**src/hdl/wrt_pkg.sv**
```systemverilog
// Shared constants, codes and record types of the waypoint route tracker.
package wrt_pkg;

   localparam int MAX_WAYPOINTS = 256;
   localparam int COORD_BITS    = 24;
   localparam int ADDR_BITS     = $clog2(MAX_WAYPOINTS);
   localparam int COUNT_BITS    = ADDR_BITS + 1;
   localparam int MAG_BITS      = COORD_BITS + 1;
   localparam int SUM_BITS      = 2 * MAG_BITS;
   localparam int ROOT_BITS     = MAG_BITS;
   localparam int REM_BITS      = ROOT_BITS + 3;
   localparam int ITER_BITS     = $clog2(ROOT_BITS + 1);
   localparam int LEN_BITS      = 40;
   localparam int TOL_BITS      = 16;
   localparam int ID_BITS       = 16;
   localparam int SPEED_BITS    = 16;
   localparam int OP_BITS       = 2;

   localparam logic [OP_BITS-1:0] OP_APPEND = 2'd0;
   localparam logic [OP_BITS-1:0] OP_REPORT = 2'd1;
   localparam logic [OP_BITS-1:0] OP_CLEAR  = 2'd2;

   localparam logic STATUS_OK   = 1'b0;
   localparam logic STATUS_FULL = 1'b1;

   localparam logic [TOL_BITS-1:0] TOL_RESET = 16'd2560;

   typedef struct packed {
      logic [ID_BITS-1:0]           id;
      logic signed [COORD_BITS-1:0] x;
      logic signed [COORD_BITS-1:0] y;
      logic signed [COORD_BITS-1:0] z;
      logic [SPEED_BITS-1:0]        speed;
   } wp_type;

   typedef struct packed {
      logic                  reached;
      logic                  next_valid;
      wp_type                wp;
      logic [COUNT_BITS-1:0] target_index;
      logic [COUNT_BITS-1:0] route_count;
      logic [LEN_BITS-1:0]   path_length;
      logic                  status;
   } rsp_type;

endpackage

```
**src/hdl/wrt_isqrt.sv**
```systemverilog
// Iterative integer square root, two radicand bits per cycle.
module wrt_isqrt (
   input  logic                          clock,
   input  logic                          reset,
   input  logic                          start,
   input  logic [wrt_pkg::SUM_BITS-1:0]  radicand,
   output logic                          busy,
   output logic [wrt_pkg::ROOT_BITS-1:0] root
);
   import wrt_pkg::*;

   logic [SUM_BITS-1:0]  rad_ff, rad_in;
   logic [REM_BITS-1:0]  rem_ff, rem_in;
   logic [ROOT_BITS-1:0] root_ff, root_in;
   logic [ITER_BITS-1:0] cnt_ff, cnt_in;
   logic [REM_BITS-1:0]  rem_sh;
   logic [REM_BITS-1:0]  trial;
   logic                 fits;

   assign rem_sh = {rem_ff[REM_BITS-3:0], rad_ff[SUM_BITS-1 -: 2]};
   assign trial  = REM_BITS'({root_ff, 2'b01});
   assign fits   = (rem_sh >= trial);

   always_comb begin
      rad_in  = rad_ff;
      rem_in  = rem_ff;
      root_in = root_ff;
      cnt_in  = cnt_ff;
      if (start) begin
         rad_in  = radicand;
         rem_in  = '0;
         root_in = '0;
         cnt_in  = ITER_BITS'(ROOT_BITS);
      end else if (cnt_ff != '0) begin
         // retire one root bit
         rad_in  = {rad_ff[SUM_BITS-3:0], 2'b00};
         rem_in  = fits ? (rem_sh - trial) : rem_sh;
         root_in = {root_ff[ROOT_BITS-2:0], fits};
         cnt_in  = cnt_ff - 1'b1;
      end
   end

   always_ff @(posedge clock) begin
      if (reset) begin
         cnt_ff <= '0;
      end else begin
         cnt_ff <= cnt_in;
      end
   end

   always_ff @(posedge clock) begin
      rad_ff  <= rad_in;
      rem_ff  <= rem_in;
      root_ff <= root_in;
   end

   assign busy = (cnt_ff != '0);
   assign root = root_ff;

endmodule
```
**config.mk**
```make
export PLATFORM = sky130hd
export DESIGN_NAME = wrt_isqrt
export DESIGN_NICKNAME = d
export VERILOG_FILES = /design/src/hdl/wrt_pkg.sv /design/src/hdl/wrt_isqrt.sv
export SDC_FILE = /design/constraint.sdc
export NUM_CORES = 1
export LEC_CHECK = 0
export ABC_AREA = 1
export ABC_CLOCK_PERIOD_IN_PS = 4900
export BUFFER_PORTS_ARGS = -buffer_cell sky130_fd_sc_hd__buf_2
export CAP_MARGIN = 40
export CELL_PAD_IN_SITES_DETAIL_PLACEMENT = 1
export CELL_PAD_IN_SITES_GLOBAL_PLACEMENT = 1
export CORE_ASPECT_RATIO = 1.1
export CORE_MARGIN = 2
export CORE_UTILIZATION = 46
export DETAILED_ROUTE_END_ITERATION = 6
export PLACE_DENSITY = 0.95
export RECOVER_POWER = 25
export SYNTH_ARGS = -nofsm -noshare
export SYNTH_HDL_FRONTEND = slang
export SYNTH_SLANG_ARGS = --single-unit
export TNS_END_PERCENT = 30
```
**constraint.sdc**
```tcl
create_clock -name clock -period 4.9 [get_ports clock]
set_clock_uncertainty 0.15 [all_clocks]
set_input_delay 0.98 -clock clock [delete_from_list [all_inputs] [get_ports clock]]
set_output_delay 0.98 -clock clock [all_outputs]
set_load 0.1 [all_outputs]
```
==> out/metrics.cfg <==
[detailed_routing]
first_pass_iters = 4
via_count = 6106
wl_per_cell_um = 15.7
detail-route-antenna-nets = 0
drc = 0
wl_um = 18500
viasPerCell = 5.18
drt_iter0_markers = 300

[grt]
grt_pass1_vias = 6446
antenna_found_initial = 0
grtUsageTotal_pct = 25.9
grt.overflow.total = 0
grt_max_degree = 67
grt_pass1_wl_um = 30200

[worst_hold_path]
min_path_cells = 2
hold_path_class = register to register
min_to = cnt_ff[4]
worstHoldStart = cnt_ff[4]

[critical_path]
cp_top_family = buffers and inverters
r2r_start = root[15]
reg2reg_depth = 12
crit_buf_inv = 4
cp.required_ns = 5.06
reg2reg_to = root[0]
crit_arrival_ns = 3.84
r2r_slack_ns = 1.75
crit_slowest_cell = clkbuf_1
cp-end-kind = register
path_class = input port to register
cpPeakStageDelay_ns = 1.51
critPathLaunchType = input port
worstPathCellList = clkbuf_1 -> clkinv_1 -> clkbuf_1 -> nand2_1 -> inv_2 -> nand3_1 -> nand2_1
path_max_fanout = 53

[power_and_ir_drop]
seqPwrFrac_pct = 25.5
ir_drop_uv = 227
power_density_nw_per_um2 = 636
p_leak_uw = 0.00385
switching_share_pct = 49.0
p_comb_share_pct = 57.8
p_sw_uw = 2270
clockPowerShare_pct = 16.7
cell_internal_pwr_uw = 2360

[place]
gp_congestion = 0.924
placed_cells = 1162
dp_hpwl_um = 13900
placed_area_um2 = 6990
portBuffers = 78

[layout]
nets = 1066
drive_gt1_share_pct = 13.6
design_area_um2 = 7290
fillers = 1841
finalNonFillerCells = 1178
antennaDiodeCount = 0
area_growth_pct = 12.9

[floorplan]
start_util_pct = 47.0
die_y_um = 128
die-area_um2 = 15000
boundaryPins = 79
row_count = 45
coreArea_um2 = 13700
die_w_um = 117

[clock_network]
cts_buffer_depth = 2
ctsRootBufferMaster = clkbuf_16
cts_buffers = 9
clk_latency_ns = 0.37
clk_pin_slew_worst_paths_ns = 0.07
cts_tree = done
htree_levels = 3
post_cts_resized = 0
cts.sinks = 106
cts_setup_buffers = 0
cts_hold_buffers = 0

[logic_synthesis]
synth_nets = 1002
syn_avg_cell_area_um2 = 7.01
async_flop_share_pct = 0
netlist_instances = 921
synth_seq_cells = 106
synth.distinct_cells = 38
yosysTopAreaCell = edfxtp_1
yosysMostFrequentCell = nand2_1
synth_edf_count = 50
ys.flop_type = dfxtp_1
synthTopCellsByCount = nand2_1, inv_1, dfxtp_1
synth_area_um2 = 6460
yosys-top-cells-area = edfxtp_1, nand2_1, dfxtp_1, inv_1, ha_1
yosys_warnings = 0
ys_seq_area_share_pct = 40.6
netlist.area_leader.share_pct = 23.3

[timing]
relSlewSlack_pct = -41.1
post-route-period-util_pct = 75.0
rsz0062_at_grt = no
fin_crit_ns = 3.67
finalSetupViolCount = 0
fmax_ghz = 0.272
hold_viol = 0
drv_slew = 104
tns_ns = 0
timing.hold.ws_ns = 0.320
worst_pin_slew_ns = 2.12

[status]
outcome = finished, violations left
violations = max-capacitance violations, max-slew violations

[job]
max-cap-violations = 2

registers in the layout, indices dropped and copies added (netlist names):
name and count:
rad_ff 50, rem_ff 26, root 25, cnt_ff 5
cells in the final DEF (no fill, tap or decap), types with 25 or more instances in the layout:
master	instances
o22ai_1	25
buf_2	77
nand2_1	378
nand3_1	51
dfxtp_1	56
inv_1	151
nor2_1	32
edfxtp_1	50
nand4_1	33
ha_1	28
worst max-delay path by stage:
stage	from	to	slack, ns	depth (start not counted)
3_3_place_gp	root[22]	rem_ff[0]	1.89	10
4_1_cts	root[15]	rem_ff[22]	1.79	13
3_5_place_dp	root[15]	rem_ff[22]	1.80	13
2_1_floorplan	root[12]	rem_ff[0]	2.06	13
5_1_grt	start	rem_ff[25]	0.79	9
6_report	start	rem_ff[14]	1.23	7
worst reg2reg max path, stage by stage (launching register included):
cell and delay (ns):
dfxtp_1 0.34, inv_1 0.08, ha_1 0.36, nand2_1 0.10
nand2_1 0.08, nand2_1 0.07, nand2_1 0.08, inv_2 0.05
nand2_1 0.09, a21oi_4 0.66, nand3_4 0.56, nand2_1 0.23
o22ai_1 0.09
per-stage QoR:
stage	worst slack, ns	utilization (%)	power [uW]
6_report	1.23	53.1	4630
5_1_grt	0.794	53.1	5030
4_1_cts	1.79	53.1	4640
3_5_place_dp	1.80	50.8	3850
3_3_place_gp	1.89	50.8	3750
2_1_floorplan	2.06	-	3240
power by group through the flow:
| stage | Sequential [uW] | Combinational, uW | Clock [uW] |
|---|---|---|---|
| 2_1_floorplan | 1220 | 2020 | 0 |
| 3_3_place_gp | 1190 | 2560 | 0 |
| 3_5_place_dp | 1200 | 2650 | 0 |
| 4_1_cts | 1180 | 2670 | 789 |
| 5_1_grt | 1200 | 3020 | 815 |
| 6_report | 1180 | 2680 | 774 |
metal layers:
| layer | part of all wire, % | up-vias | global-route usage [%] |
|---|---|---|---|
| met5 | 0 | - | 0 |
| met4 | 3.5 | 0 | 13.1 |
| met3 | 4.0 | 46 | 3.92 |
| met2 | 51 | 149 | 46.3 |
| met1 | 41 | 2879 | 29.7 |
| li1 | - | 3032 | - |
cells by family after synthesis:
group	Yosys count	share of synthesized area, %
compound gates	56	5.17
xor+xnor	11	1.49
fa+ha+maj	28	5.43
buf+inv	194	11.8
flops	106	40.6
simple gates	526	35.5
area by class of cell:
| cell class | instances | area (um2) | area share [%] |
|---|---|---|---|
| clock buffer | 9 | 225 | 3.09 |
| clock inverter | 7 | 88.8 | 1.22 |
| inverter | 165 | 619 | 8.49 |
| multi-input combinational | 621 | 3080 | 42.2 |
| sequential | 106 | 2620 | 36.0 |
| tap | 188 | 235 | 3.23 |
| timing repair buffer | 82 | 424 | 5.82 |
No activity file was read; power rests on OpenSTA's default activity.
